===== src/hw/rtl/vpm7_pkg.sv =====
// Shared register codes and address remap for the VRAM port and mode-7 multiplier.
`default_nettype none

package vpm7_pkg;

	localparam logic OP_WRITE = 1'b0;
	localparam logic OP_READ  = 1'b1;

	typedef enum logic [7:0] {
		REG_M7_HOFS  = 8'h0D,
		REG_M7_VOFS  = 8'h0E,
		REG_VMAIN    = 8'h15,
		REG_VMADDL   = 8'h16,
		REG_VMADDH   = 8'h17,
		REG_VMDATAL  = 8'h18,
		REG_VMDATAH  = 8'h19,
		REG_M7A      = 8'h1B,
		REG_M7B      = 8'h1C,
		REG_M7C      = 8'h1D,
		REG_M7D      = 8'h1E,
		REG_M7X      = 8'h1F,
		REG_M7Y      = 8'h20,
		REG_MPYL     = 8'h34,
		REG_MPYM     = 8'h35,
		REG_MPYH     = 8'h36
	} reg_addr_t;

	typedef enum logic [1:0] {
		REMAP_NONE  = 2'd0,
		REMAP_8BIT  = 2'd1,
		REMAP_9BIT  = 2'd2,
		REMAP_10BIT = 2'd3
	} remap_t;

	localparam int WordAw = 16;
	localparam int VramAw = 15;

	localparam logic [WordAw-1:0] StepOne  = 16'd1;
	localparam logic [WordAw-1:0] Step32   = 16'd32;
	localparam logic [WordAw-1:0] Step128  = 16'd128;

	// Rotates the low address bits so tile rows land in consecutive words.
	function automatic logic [VramAw-1:0] remap_addr(input logic [WordAw-1:0] w,
		input remap_t mode);
		logic [VramAw-1:0] r;
		case (mode)
			REMAP_8BIT:  r = {w[14:8], w[4:0], w[7:5]};
			REMAP_9BIT:  r = {w[14:9], w[5:0], w[8:6]};
			REMAP_10BIT: r = {w[14:10], w[6:0], w[9:7]};
			default:     r = w[14:0];
		endcase
		return r;
	endfunction

	function automatic logic [WordAw-1:0] step_size(input logic [1:0] code);
		logic [WordAw-1:0] s;
		if (code[1]) begin
			s = Step128;
		end else if (code[0]) begin
			s = Step32;
		end else begin
			s = StepOne;
		end
		return s;
	endfunction

endpackage

`default_nettype wire


===== src/hw/rtl/vram_port_and_mode7_multiplier.sv =====
// VRAM access port and mode-7 multiplier, top level.
//
// One bus access per input transfer: op (0 write, 1 read), reg_req (low byte
// of a page 0x21 register address) and data (write value, or the bus value
// on reads). Each access gives exactly one output transfer: rd_data holds the
// product byte on reads of 0x34..0x36, the bus value on other reads and zero
// on writes; vram_we/vram_high/vram_word_addr/vram_byte describe the VRAM
// byte write caused by 0x18/0x19 and are zero otherwise.
// Both channels use valid/stall; a transfer happens when valid is high and
// stall is low.
// The path is an input register, then the output register, fed by the address
// remap; the register update and the 16x8 signed multiply write the register
// state. Throughput is one access per cycle while the receiver does not
// stall.
// When the receiver stalls, the output register holds, the input register
// fills, and in_stall rises only once both are occupied.
// Reset clears the pipeline valids and puts the register state in its
// power-up value (increment after high byte, step 1, no remap, address 0,
// matrix and product 0).
`default_nettype none

module vram_port_and_mode7_multiplier (
	input  wire logic        clk,
	input  wire logic        arst_n,
	input  wire logic        in_valid,
	output logic             in_stall,
	input  wire logic        op,
	input  wire logic [7:0]  reg_req,
	input  wire logic [7:0]  data,
	output logic             out_valid,
	input  wire logic        out_stall,
	output logic [7:0]       rd_data,
	output logic             vram_we,
	output logic             vram_high,
	output logic [14:0]      vram_word_addr,
	output logic [7:0]       vram_byte
);

	// input register
	logic        valid_s1;
	logic        op_s1;
	logic [7:0]  reg_s1;
	logic [7:0]  data_s1;

	// register state
	logic                inc_high_q;
	logic [1:0]          step_code_q;
	vpm7_pkg::remap_t    remap_q;
	logic [15:0]         word_addr_q;
	logic [7:0]          buf_q;
	logic [15:0]         mat_a_q;
	logic [7:0]          mul_b_q;
	logic signed [23:0]  product_q;

	logic out_valid_q;
	logic advance;
	logic s1_fire;
	logic in_fire;

	assign advance  = !out_valid_q || !out_stall;
	assign s1_fire  = valid_s1 && advance;
	assign in_stall = valid_s1 && !advance;
	assign in_fire  = in_valid && !in_stall;

	always_ff @(posedge clk or negedge arst_n) begin
		if (!arst_n) begin
			valid_s1 <= 1'b0;
		end else if (in_fire) begin
			valid_s1 <= 1'b1;
		end else if (s1_fire) begin
			valid_s1 <= 1'b0;
		end
	end

	always_ff @(posedge clk) begin
		if (in_fire) begin
			op_s1   <= op;
			reg_s1  <= reg_req;
			data_s1 <= data;
		end
	end

	// decode of the item in the input register
	logic        is_wr;
	logic        is_vram;
	logic        hit_high;
	logic        do_inc;
	logic        is_mat;
	logic        ld_buf;
	logic [15:0] new_a;
	logic [7:0]  new_b;
	logic signed [23:0] prod_next;
	logic [7:0]  rd_next;

	always_comb begin
		is_wr    = (op_s1 == vpm7_pkg::OP_WRITE);
		is_vram  = is_wr && (reg_s1 == vpm7_pkg::REG_VMDATAL || reg_s1 == vpm7_pkg::REG_VMDATAH);
		hit_high = (reg_s1 == vpm7_pkg::REG_VMDATAH);
		do_inc   = is_vram && (hit_high == inc_high_q);
		is_mat   = is_wr && (reg_s1 == vpm7_pkg::REG_M7A || reg_s1 == vpm7_pkg::REG_M7B
			|| reg_s1 == vpm7_pkg::REG_M7C || reg_s1 == vpm7_pkg::REG_M7D);
		ld_buf   = is_mat || (is_wr && (reg_s1 == vpm7_pkg::REG_M7_HOFS
			|| reg_s1 == vpm7_pkg::REG_M7_VOFS || reg_s1 == vpm7_pkg::REG_M7X
			|| reg_s1 == vpm7_pkg::REG_M7Y));
		new_a    = (is_wr && reg_s1 == vpm7_pkg::REG_M7A) ? {data_s1, buf_q} : mat_a_q;
		new_b    = (is_wr && reg_s1 == vpm7_pkg::REG_M7B) ? data_s1 : mul_b_q;
		prod_next = $signed(new_a) * $signed(new_b);

		rd_next = 8'h00;
		if (!is_wr) begin
			case (reg_s1)
				vpm7_pkg::REG_MPYL: rd_next = product_q[7:0];
				vpm7_pkg::REG_MPYM: rd_next = product_q[15:8];
				vpm7_pkg::REG_MPYH: rd_next = product_q[23:16];
				default:            rd_next = data_s1;
			endcase
		end
	end

	always_ff @(posedge clk or negedge arst_n) begin
		if (!arst_n) begin
			inc_high_q  <= 1'b1;
			step_code_q <= 2'd0;
			remap_q     <= vpm7_pkg::REMAP_NONE;
			word_addr_q <= '0;
			buf_q       <= '0;
			mat_a_q     <= '0;
			mul_b_q     <= '0;
			product_q   <= '0;
		end else if (s1_fire && is_wr) begin
			if (reg_s1 == vpm7_pkg::REG_VMAIN) begin
				inc_high_q  <= data_s1[7];
				step_code_q <= data_s1[1:0];
				remap_q     <= vpm7_pkg::remap_t'(data_s1[3:2]);
			end
			if (reg_s1 == vpm7_pkg::REG_VMADDL) begin
				word_addr_q[7:0] <= data_s1;
			end
			if (reg_s1 == vpm7_pkg::REG_VMADDH) begin
				word_addr_q[15:8] <= data_s1;
			end
			if (do_inc) begin
				word_addr_q <= word_addr_q + vpm7_pkg::step_size(step_code_q);
			end
			if (ld_buf) begin
				buf_q <= data_s1;
			end
			if (is_mat) begin
				mat_a_q   <= new_a;
				mul_b_q   <= new_b;
				product_q <= prod_next;
			end
		end
	end

	// output register
	always_ff @(posedge clk or negedge arst_n) begin
		if (!arst_n) begin
			out_valid_q <= 1'b0;
		end else if (advance) begin
			out_valid_q <= valid_s1;
		end
	end

	always_ff @(posedge clk) begin
		if (s1_fire) begin
			rd_data        <= rd_next;
			vram_we        <= is_vram;
			vram_high      <= is_vram && hit_high;
			vram_word_addr <= is_vram ? vpm7_pkg::remap_addr(word_addr_q, remap_q) : '0;
			vram_byte      <= is_vram ? data_s1 : 8'h00;
		end
	end

	assign out_valid = out_valid_q;

	// checks
	a_stall_only_when_full: assert property (@(posedge clk) disable iff (!arst_n)
		in_stall |-> (valid_s1 && out_valid_q))
		else $error("input stalled with a free stage");

	a_vram_write_reads_zero: assert property (@(posedge clk) disable iff (!arst_n)
		(out_valid && vram_we) |-> (rd_data == 8'h00))
		else $error("VRAM write carries read data");

	a_no_vram_fields_idle: assert property (@(posedge clk) disable iff (!arst_n)
		(out_valid && !vram_we) |-> (!vram_high && vram_word_addr == '0 && vram_byte == '0))
		else $error("VRAM fields set without a VRAM write");

	a_addr_moves_on_item: assert property (@(posedge clk) disable iff (!arst_n)
		!s1_fire |=> $stable(word_addr_q))
		else $error("word address changed without an access");

endmodule

`default_nettype wire

===== config.mk =====
export PLATFORM = sky130hd
export DESIGN_NAME = vram_port_and_mode7_multiplier
export DESIGN_NICKNAME = d
export VERILOG_FILES = /design/src/hw/rtl/vpm7_pkg.sv /design/src/hw/rtl/vram_port_and_mode7_multiplier.sv
export SDC_FILE = /design/constraint.sdc
export NUM_CORES = 1
export LEC_CHECK = 0
export ABC_AREA = 0
export BUFFER_PORTS_ARGS = -buffer_cell sky130_fd_sc_hd__clkbuf_2
export CELL_PAD_IN_SITES_DETAIL_PLACEMENT = 1
export CELL_PAD_IN_SITES_GLOBAL_PLACEMENT = 1
export CORE_MARGIN = 1.5
export CORE_UTILIZATION = 45
export CTS_CLUSTER_SIZE = 20
export DETAILED_ROUTE_END_ITERATION = 6
export GPL_ROUTABILITY_DRIVEN = 0
export GPL_TIMING_DRIVEN = 0
export PLACE_DENSITY_LB_ADDON = 0.1
export SETUP_SLACK_MARGIN = 0.15
export SYNTH_ARGS = -nofsm -noshare
export SYNTH_HDL_FRONTEND = slang
export SYNTH_SLANG_ARGS = --single-unit

===== constraint.sdc =====
create_clock -name clk -period 6.5 [get_ports clk]
set_clock_uncertainty 0.2 [all_clocks]
set_input_delay 1.3 -clock clk [delete_from_list [all_inputs] [get_ports clk]]
set_output_delay 1.3 -clock clk [all_outputs]
set_load 0.05 [all_outputs]

==> results of run 1 <==
==> layout by cell type, fill, tap and decap left out, drive strengths merged, types with 9 or more instances in the layout <==
| cell type | instances |
|---|---|
| inv | 137 |
| mux2i | 31 |
| buf | 91 |
| nand3 | 18 |
| a21boi | 9 |
| mux2 | 17 |
| nor2b | 16 |
| edfxtp | 50 |
| nor2 | 124 |
| dfrtp | 77 |
| xor2 | 10 |
| or2 | 20 |
| clkbuf | 102 |
| nand2 | 99 |
| ha | 49 |
| nand2b | 10 |
| xnor2 | 16 |
| fa | 103 |
| nor3 | 16 |
| a21oi | 31 |
| o21ai | 62 |
| and2 | 20 |
==> kinds of logic after synthesis <==
kind of cell,after synthesis,share of synthesized area (%)
AO/OA/AOI/OAI,159,9.66
XOR/XNOR,26,2.20
AND/OR/NAND/NOR,352,16.0
multiplexers,51,5.72
buffers and inverters,182,7.13
flip-flops,128,33.4
adder cells (fa/ha/maj),152,25.9
==> stage by stage <==
step,cells,area [sq um]
5_1_grt,1493,13200
2_1_floorplan,1050,10400
6_report,1493,13200
3_5_place_dp,1392,11100
4_1_cts,1465,12700
3_3_place_gp,1390,11000
==> worst max path at each step <==
stage / startpoint / end / slack [ns] / cells after the start
2_1_floorplan: reg_s1[7]$_DFFE_PP_ / product_q[22]$_DFFE_PN0P_ / 0.15 / 19
3_3_place_gp: reg_s1[7]$_DFFE_PP_ / product_q[13]$_DFFE_PN0P_ / -1.03 / 20
3_5_place_dp: reg_s1[7]$_DFFE_PP_ / product_q[13]$_DFFE_PN0P_ / -1.08 / 20
4_1_cts: reg_s1[6]$_DFFE_PP_ / product_q[22]$_DFFE_PN0P_ / -0.12 / 23
5_1_grt: op_s1$_DFFE_PP_ / product_q[18]$_DFFE_PN0P_ / -0.34 / 22
6_report: op_s1$_DFFE_PP_ / product_q[18]$_DFFE_PN0P_ / -0.22 / 22
==> layer usage <==
layer  global-route usage [%]  vias to the layer above  wire [um]
met5                        0                        -          0
met1                     32.7                     4270      12900
met2                     51.4                      202      17100
met4                     11.8                        0       1290
li1                         -                     3775          -
met3                     3.87                       74       1310
==> final cells by class <==
| type | instances | area (sq um) |
|---|---|---|
| flip-flops and latches | 128 | 3450 |
| clock inverters | 10 | 144 |
| fillers | 2470 | 9410 |
| inverters | 137 | 515 |
| multi-input cells | 740 | 6920 |
| clock buffers | 22 | 517 |
| plain buffers | 45 | 320 |
| well taps | 285 | 357 |
| repair buffers | 126 | 933 |
==> state kept, by name (all words and copies together), names as in the netlist, 15 cells and up <==
name and count:
mat_a_q 16, product_q 24, vram_word_addr 15, word_addr_q 15
==> report_power, final <==
group / total (mW) / internal, mW / switching (mW)
clock network: 1.06 / 0.682 / 0.375
logic: 0.155 / 0.0432 / 0.112
registers: 0.916 / 0.880 / 0.0361
total: 2.13 / 1.60 / 0.524
==> worst max-delay path, delay by kind of cell, from the launching register on <==
kind / cells / cell delay, ns
compound gates: 4 / 1.00
fa+ha+maj: 5 / 2.33
buf+inv: 8 / 0.93
flops: 1 / 0.41
mux: 1 / 0.30
simple gates: 4 / 1.41
==> repair_timing <==
action,in CTS,in global routing
endpoints found under the hold margin,0,0
setup buffers,40,27
pin swaps,51,38
resized for setup,139,64
endpoints found under the setup margin,17,15
cloned,1,1
hold buffers,0,0
==> results by stage, run 1 <==
Layout:
- The area growth from synthesis to final layout is 27.3%.
- The post-layout utilization of the core is 58.3%.
- In the final design database the tool counted 1368 nets.
- The layout cell share with drive strength beyond 1 is approximately 27%.
- The antenna diode count is 0.

Die:
- The die is 155 um tall.
- The die area is 0.0239 sq mm.
- The core region is roughly 0.023 sq mm.
- The floorplan has 55 rows.
- Measured along the x axis, the die boundary spans ~150 um.
- During I/O placement, the number of pins put on the boundary was 56.
- The initial utilization of the core area, before any placement, comes to 45.8%.

Hold path:
- The instance count along the most critical hold path is 2.
- The origin of the worst min-delay path is product_q[6]$_DFFE_PN0P_.
- The worst-case hold path end point is product_q[6]$_DFFE_PN0P_.
- In this run the worst hold path is classified as flop to flop.

Timing:
- The hold violation total from the final report is 0.
- The maximum clock frequency is around 150 MHz.
- The final number of max-transition violations is 0.
- Setup violations remaining at the end of the flow were counted as 8.
- Setup repair after global routing could not meet its margin everywhere.
- The pin slew with the least headroom to its limit is about 1.4 ns.
- The relative slew slack is 9.64%.
- The smallest clock period supported by the final layout is computed as 6.72 ns.
- The final worst-path cycle share is 103%.
- The post-route setup TNS is -0.747 ns.
- The least setup slack across all paths after layout is -0.216 ns.
- On the final layout, the worst hold slack is 0.296 ns.

Yosys:
- The count of mapped cells out of synthesis is 1050.
- The cell type contributing the most total cell area after synthesis is fa_1.
- The share of synthesized area in the top cell type comes to 19.9%.
- Summing every instance area after synthesis gives around 0.010 sq mm.
- In the post-synthesis netlist, the biggest area contributors are fa_1 20%, dfrtp_1 19%, edfxtp_1 15%.
- For this run, the register share of the synthesized area comes to 33.4%.
- The proportion of synthesized flip-flops having asynchronous set or reset is 60.9%.
- Synthesis instantiated 64 different standard cells from the library.
- The flop and latch count out of synthesis is 128.
- After synthesis, the most frequently instantiated cells are 136 x inv_1, 124 x nor2_1, 103 x fa_1.
- The synthesized design contains 50 enable-type register cells.
- The commonest register cell after synthesis is dfrtp_1.
- The most frequently used cell type in the post-synthesis netlist is inv_1.
- Yosys printed 0 warnings.
- The average cell area after synthesis is 9.85 sq um.
- The synthesized netlist net count is 1223.

Power and ir drop:
- The worst-case vdd ir drop is between 0.00015 and 0.0002 V.
- Summed over all cells, the static leakage comes to 5.66 nW.
- The design draws 2.13 mW.
- The power per standard cell area is 162 mW/mm^2.

Placement:
- Prior to clock tree synthesis, the placed netlist has a worst setup slack of -1.08 ns.
- During placement, the flow inserted port buffers numbering 55.
- The sum of net half-perimeters after detailed placement is 22500 um.

Worst setup path:
- In this run the worst path has a maximum fanout of 8.
- The worst-case reg-to-reg path depth is 22.
- The critical path startpoint category is a flop.
- In this run the critical register-to-register path is captured at product_q[18]$_DFFE_PN0P_.
- Walking the worst path, the cells encountered are or4b_1 > or2_4 > or4b_4 > buf_12 > buf_16 > mux2i_4 > buf_6 > nor2_2 > fa_1 > fa_1 > fa_1 > inv_2 > fa_1 > inv_2 > ha_4 > clkbuf_8 > buf_6 > inv_1 > o21bai_1 > a2111oi_2 > o31a_1 > o31ai_4.
- The required time at the endpoint of the critical path is 6.59 ns.
- STA classifies the critical path endpoint as a flop.
- Data on the critical path arrives at its endpoint at 6.81 ns.
- In this design, the stage delay of the slowest critical-path cell is 0.58 ns.
- The setup slack of the most critical reg-to-reg path is -0.22 ns.
- The critical-path cell with the highest stage delay is fa_1.
- The cell repeated most along the worst path is fa_1.
- The reg-to-reg critical path startpoint is op_s1$_DFFE_PP_.
- The type of the worst setup path is flop to flop.

Clock tree:
- The clock-pin slew of the registers on the worst-case setup and hold paths is approximately 0.06 ns.
- The maximum count of clock buffers along a single path is 2.
- TritonCTS built the clock tree.
- Clock latency on the worst-skew pair, taken at its later pin, is 0.43 ns.
- The clock root buffer master is clkbuf_16.
- Buffers inserted during clock tree synthesis total 17.
- The total number of H-tree levels is 4.
- The number of sinks driven by the clock tree is 128.

Detailed routing:
- The number of nets still failing antenna checks after routing is 0.
- For this run, the detailed router's first-pass iteration total came to 7.
- The wire length per cell after detailed routing is between 20 and 25 um.
- The detailed router finished its first iteration with ~400 violations.
- In the routed design, unresolved DRC markers number 2.
- The mean number of vias per cell is 5.57.
- The routed design has 32600 um of wire.
- Summing over every cut layer, the via total after detailed routing is about 8300.

Global routing:
- The global-route wire length before repair is approximately 50000 um.
- The number of antenna violations at the first check in global routing is 0.
- Entering global routing, the biggest net connects a little under 60 pins.
- Summed over all layers, the global routing overflow is 0.
- The via count of the first global-routing pass was between 8000 and 9000.
- Global routing consumed, over all layers together, 28.0% of the routing resources.

Run:
- The max-capacitance violation count is 0.

Outcome:
- The run finished, with violations left.
- The checks that failed: design-rule violations, negative setup slack.
Note: power is estimated with default switching activity, not from simulation.
==> run 2, diff against run 1 <==
- CORE_MARGIN: 1.5 -> 4
==> run 2 against run 1 <==
- the run ends with negative setup slack left
- die area increased by 6.6%
- flip-flop and latch count unchanged
- clock power decreased by 9%
- largest cell class unchanged
==> results by stage, run 2 (synthesis results as in run 1) <==
Detailed routing:
- After detailed routing, the number of remaining DRC violations is 0.
- The mean number of vias per cell is 5.58.
- After the first detailed-routing iteration, the DRC count stood at 447.
- After detailed routing, the average wire length per cell comes to 21.6 um.
- Once detail routing completed, the nets flagged for antenna violations numbered 0.
- The iteration count of the initial detailed-routing pass is 6.
- For this block, the via count after detailed routing is 8299.
- The total wire length is 32100 um.

Clock tree:
- The total number of H-tree levels is 4.
- In this run the clock root is driven by a clkbuf_16.
- The clock-pin slew of the registers on the worst-case setup and hold paths is approximately 0.070 ns.
- Counting along the longest clock path gives a buffer depth of 2.
- The TritonCTS clock tree is yes.
- The tree built by TritonCTS fans out to about 130 sinks.
- The later pin in the worst-skew pair is clocked with a latency of 0.43 ns.
- Clock tree synthesis inserted a total of 17 buffers.

Global routing:
- The pin count of the biggest net entering global routing is 41.
- The via count of the first global-routing pass is 8931.
- The total overflow left after global routing is 0.
- The number of antenna violations at the first check in global routing was 0.
- The global-route wire length before repair is 50600 um.
- The aggregate global-route resource usage is 25.4%.

Timing:
- The final number of max-transition violations is 0.
- The pin slew with the least headroom to its limit is roughly 1.0 ns.
- The worst pin sits at a relative slew slack of 32.7%.
- The maximum clock frequency is between 150 and 200 MHz.
- After layout, the worst setup slack is -0.0722 ns.
- Setup violations remaining at the end of the flow were counted as 2.
- In the finished design, the share of the clock period the worst path needs comes to 101%.
- The hold violation total from the final report was 0.
- Setup repair after global routing could not meet its margin everywhere.
- Subtracting the final worst setup slack from the clock period gives 6.57 ns.

Layout:
- The filler cell count is 2481.
- From synthesis to final layout, the design area changed by 26.6%.
- The antenna diode count is 0.
- The top cell types in the final layout, fill and taps aside, are 123 x inv_1, 118 x nor2_1, 97 x nand2_1, 97 x fa_1, 77 x dfrtp_1.
- The finished layout holds 1487 standard cells, fillers aside.
- The largest registers in the layout are product_q (24), mat_a_q (16).
- More flip-flops sit in one register than any other, and that register is product_q.
- Cells fill between 50% and 60% of the core in the end.
- Cells with a size suffix above 1 make up 27.0% of the layout.
- The number of flip-flops under the largest register name is 24.
- The most common cell after layout, fill and taps aside is inv_1.
- The layout net count is approximately 1400.

Worst setup path:
- STA puts the critical path data arrival time at 6.68 ns.
- For the worst setup path, the data required time is between 6 and 7 ns.
- The worst-path maximum fanout is 7.
- STA classifies the critical path startpoint as a flop.
- The critical path capture point type is a flop.
- The type of the worst setup path is flop to flop.

Placement:
- Once placement completed, the tool counted placed cells totaling about 1400.
- The post-placement setup slack is -1.03 ns.
- After legalization and detailed placement, the total HPWL measured 22400 um.
- The count of buffers from port buffering is 55.

Die:
- The region available for standard cell placement spans 0.0226 sq mm.
- The floorplan has 55 rows.
- The die is 160 um wide.
- Measured along the y axis, the die boundary spans 160 um.
- 56 I/O pins were placed.
- The die area is 0.0255 sq mm.
- Once the floorplan was initialized, standard cells occupied 45.7% of the core.

Power and ir drop:
- Net switching is 27.3% of the power.
- The analysis attributes to cell leakage a power of 5.63 nW.
- The combinational share of power is under 10%.
- VDD sags by at most 0.000151 V.
- In this run, flip-flops and latches consume 44.9% of the power.
- The analysis attributes to net switching a power of 0.557 mW.
- The clock group share of total power is 47.3%.
- The power per standard cell area is approximately 160 mW/mm^2.
- The internal power contribution is 1.48 mW.

Outcome:
- The run finished, with violations left.
- The final reports fail on negative setup slack.

Run:
- Max-cap violations in this run came to 0.

Hold path:
- The worst min-delay path category is flop to flop.
==> run 2: power groups by stage <==
stage / Combinational, mW / Sequential [mW] / Clock (mW)
after detailed placement: 0.149 / 0.927 / 0
after global placement: 0.145 / 0.926 / 0
after floorplan: 0.0509 / 0.962 / 0
final: 0.157 / 0.915 / 0.964
after global routing: 0.170 / 0.919 / 1.02
after CTS: 0.155 / 0.914 / 0.981
==> run 2: metal layers <==
metal,GRT usage (%),vias to the layer above,wire [um]
met2,45.1,192,16800
met3,2.69,60,1060
li1,-,3768,-
met4,8.84,0,1040
met5,0,-,0
met1,32.4,4279,13200
==> run 2: metrics by stage <==
step | total power [mW] | setup TNS [ns] | cell area [sq um] | hold slack, ns
final | 2.04 | -0.100 | 13100 | 0.277
after floorplan | 1.01 | 0 | 10400 | 0.241
after CTS | 2.05 | -0.416 | 12600 | 0.276
after detailed placement | 1.08 | -11.00 | 11100 | 0.259
after global placement | 1.07 | -10.15 | 11000 | 0.255
after global routing | 2.11 | -1.48 | 13100 | 0.310
==> run 2: layout make-up <==
class	count	area, sq um	share of cell area, %
flip-flops and latches	128	3450	26.4
plain buffers	45	338	2.58
multi-input cells	740	6940	53.0
repair buffers	120	882	6.74
clock inverters	12	110	0.842
clock buffers	20	489	3.74
well taps	285	357	2.73
inverters	137	515	3.94
==> run 2: critical path, stage by stage, from the launching register on <==
cell and delay [ns]:
edfxtp_1 0.38, or4b_1 0.52, or2_4 0.28, or4b_4 0.51, buf_12 0.18, buf_12 0.15, mux2i_4 0.20, buf_6 0.17
buf_8 0.14, nor2b_4 0.12, fa_1 0.44, fa_1 0.50, fa_1 0.54, inv_1 0.05, fa_1 0.54, inv_2 0.07
ha_4 0.22, a21o_1 0.21, o41ai_4 0.40, o21ai_2 0.13, nor4b_4 0.14, or3_1 0.36
==> run 2: final timing paths <==
path | startpoint | endpoint | depth (start not counted) | slack (ns)
min in group asynchronous | arst_n | word_addr_q[13]$_DFFE_PN0P_ | 1 | 0.69
max | op_s1$_DFFE_PP_ | product_q[22]$_DFFE_PN0P_ | 21 | -0.07
max reg2reg | op_s1$_DFFE_PP_ | product_q[22]$_DFFE_PN0P_ | 21 | -0.07
min reg2reg | valid_s1$_DFFE_PN0P_ | out_valid$_DFFE_PN0P_ | 1 | 0.28
min | valid_s1$_DFFE_PN0P_ | out_valid$_DFFE_PN0P_ | 1 | 0.28
max in group asynchronous | arst_n | mat_a_q[6]$_DFFE_PN0P_ | 2 | 4.77
==> run 2: what timing repair did <==
| item | in CTS | in global routing |
|---|---|---|
| resized for setup | 148 | 60 |
| hold buffers | 0 | 0 |
| pin swaps | 33 | 43 |
| setup buffers | 35 | 28 |
| setup endpoints to repair | 17 | 14 |
==> run 3, diff against run 2 <==
- REMOVE_ABC_BUFFERS: default -> 1
==> run 3 against run 2 <==
- the run still ends with negative setup slack left
- hold slack improved by 0.0046 ns
- critical path depth unchanged
- register-to-register slack got worse by 0.06 ns
- sequential share of layout area increased by 0.73 points
- first-iteration DRC count decreased by 31%
- flip-flop and latch count unchanged
- power increased by 2.5%
- global-route usage decreased by 1.6 points
- largest cell class unchanged
==> results by stage, run 3 (synthesis results as in run 1) <==
Detailed routing:
- The violation count after the first detailed-route iteration is 307.
- The iteration count of the initial detailed-routing pass is 5.
- After detailed routing, the total wire length is 29300 um.
- The count of nets left with antenna violations once routing finished came out at 0.
- Using the TritonRoute via totals, the vias-per-cell ratio works out to 5.50.
- The final routed DRC violation total is 0.
- The wire length per cell after detailed routing is 20.3 um.
- Across all layers, the routed design uses 7932 vias.

Worst setup path:
- In this run the critical register-to-register path is launched from reg_s1[6]$_DFFE_PP_.
- The endpoint of the most critical register-to-register path is product_q[21]$_DFFE_PN0P_.
- The signal on the critical path passes through or4b_4 > or2_4 > or4b_4 > buf_6 > mux2i_4 > buf_6 > or2_2 > fa_1 > inv_1 > fa_1 > fa_1 > inv_1 > fa_1 > inv_1 > ha_4 > a21oi_4 > o211ai_1 > a21oi_1 > nand2_2 > nor4b_1 > or3_1.
- In this design, the critical path's most frequently occurring cell is fa_1.
- The required time at the endpoint of the critical path is 6.61 ns.
- By startpoint and endpoint, the worst setup path is classified as flop to flop.
- The critical-path cell with the highest stage delay is or4b_4.
- The worst-path maximum fanout is 8.
- STA classifies the critical path endpoint as a flop.
- On the worst path, the slowest cell contributes a delay of 0.60 ns.
- The setup slack of the most critical reg-to-reg path is -0.13 ns.
- The critical path ends at product_q[21]$_DFFE_PN0P_.
- The most critical setup path has its startpoint at reg_s1[6]$_DFFE_PP_.
- For the worst setup path, the data arrival time is a little under 7 ns.
- STA classifies the critical path startpoint as a flop.
- The worst-case reg-to-reg path depth is 21.

Layout:
- The antenna diode count is 0.
- The post-layout utilization of the core is between 50 and 60%.
- In the final layout, the registers with the most flip-flops are product_q (24), mat_a_q (16).
- The register with the most flip-flops in the layout has 24 of them.
- The area growth from synthesis to final layout is 23.1%.
- The layout net count is 1318.
- The most common cell after layout, fill and taps aside is inv_1.
- The layout cell share with drive strength beyond 1 is 25.2%.
- Leaving out fill and tap cells, the most frequent cells in the layout are 128 x inv_1, 121 x nor2_1, 99 x fa_1.
- The register with the highest flop count is product_q.

Outcome:
- The final reports fail on negative setup slack.
- The run finished, with violations left.

Placement:
- Buffers placed on the I/O ports in this run total 55.
- Prior to clock tree synthesis, the placed netlist has a worst setup slack of -2.30 ns.
- Summed over all nets, the half-perimeter wirelength after detailed placement is 20100 um.

Timing:
- In the post-route analysis, the smallest setup slack over all paths is -0.128 ns.
- The setup violation total in the final timing report is 10.
- The pin slew with the least headroom to its limit is 1.03 ns.
- The final number of max-transition violations is 0.
- Hold timing on the final database bottoms out at a slack of 0.282 ns.
- Derived from the worst setup path, the maximum achievable clock frequency is 151 MHz.
- Subtracting the final worst setup slack from the clock period gives 6.63 ns.
- Setup repair after global routing could not meet its margin everywhere.
- Measured against its own limit, the worst slew margin works out to slightly above 30%.
- The final worst-path cycle share is 102%.
- The hold violation total from the final report was 0.

Clock tree:
- The clock-pin slew of the registers on the worst-case setup and hold paths is 0.06 ns.
- The number of buffers created by CTS is 17.
- The TritonCTS clock tree is yes.
- The longest clock path from root to sink contains 2 buffers.
- The total number of H-tree levels is 4.
- The tree is rooted in a clkbuf_16.
- The clock reaches the later pin of the worst-skew pair after 0.44 ns.
- The hold buffer count at CTS is 0.
- CTS saw 128 sinks.

Die:
- The number of cell rows is 55.
- The floorplan step set the die height to 160 um.
- 56 I/O pins were placed.
- The die area is about 0.025 sq mm.
- The starting utilization of the core area is between 40% and 50%.
- The die is 160 um wide.
- The region available for standard cell placement spans 0.0226 sq mm.

Global routing:
- The first global-routing pass estimated 47800 um of wire.
- The aggregate global-route resource usage is 23.8%.
- The overall overflow remaining after global route is 0.
- The via count of the first global-routing pass came to between 8000 and 9000.
- The number of antenna violations at the first check in global routing is 0.
- Entering global routing, the biggest net connects 95 pins.

Power and ir drop:
- The worst-case vdd ir drop is around 0.00015 V.
- Dividing total power by cell area gives a power density of 164 mW/mm^2.
- In this run the static leakage power is 5.46 nW.
- Total power for the finished layout comes to approximately 2.1 mW.

Hold path:
- In this run the most critical hold path is launched from valid_s1$_DFFE_PN0P_.
- The worst min-delay path category is flop to flop.

Run:
- Across the run, the number of max-cap violations was 0.
## run 3: cell type report
type / count / area (sq um)
flip-flops and latches: 128 / 3450
fillers: 2437 / 9910
clock buffers: 17 / 425
well taps: 285 / 357
clock inverters: 14 / 179
repair buffers: 121 / 921
multi-input cells: 740 / 6880
inverters: 137 / 515
## run 3: per-layer routing
layer  track usage [%]  part of all wire [%]  up-vias
li1                  -                     -     3663
met1              31.3                    42     4079
met2              41.0                    52      154
met3              3.75                   3.8       36
met4              6.90                   2.3        0
met5                 0                     0        -
## run 3: how the worst min path moves through the flow
stage	to	depth (start not counted)
6_report	out_valid$_DFFE_PN0P_	1
5_1_grt	product_q[3]$_DFFE_PN0P_	2
4_1_cts	out_valid$_DFFE_PN0P_	1
3_5_place_dp	out_valid$_DFFE_PN0P_	1
3_3_place_gp	out_valid$_DFFE_PN0P_	1
2_1_floorplan	out_valid$_DFFE_PN0P_	1
## run 3: repair_timing
item                                    CTS  global route
setup buffers                            53             7
hold endpoints to repair                  0             0
pin swaps                                35            15
endpoints found under the setup margin   19            15
gates resized for setup                 109            38
## run 3: report_power, final
group | internal (mW) | switching (mW)
clock network | 0.609 | 0.412
logic | 0.0429 | 0.104
registers | 0.879 | 0.0408
## run 3: critical path: cells and delay by family, from the launching register on
kind | cells | cell delay (ns)
compound gates | 3 | 0.44
fa+ha+maj | 5 | 2.24
buf+inv | 5 | 0.55
flops | 1 | 0.41
mux | 1 | 0.23
simple gates | 7 | 2.40
## run 3: per-stage QoR
stage          setup TNS, ns  area (sq um)  cells
3_5_place_dp          -23.36         10800   1350
2_1_floorplan         -22.09         10100   1005
3_3_place_gp          -58.97         10700   1345
6_report              -0.600         12700   1442
5_1_grt                -2.73         12700   1442
4_1_cts               -0.294         12400   1434
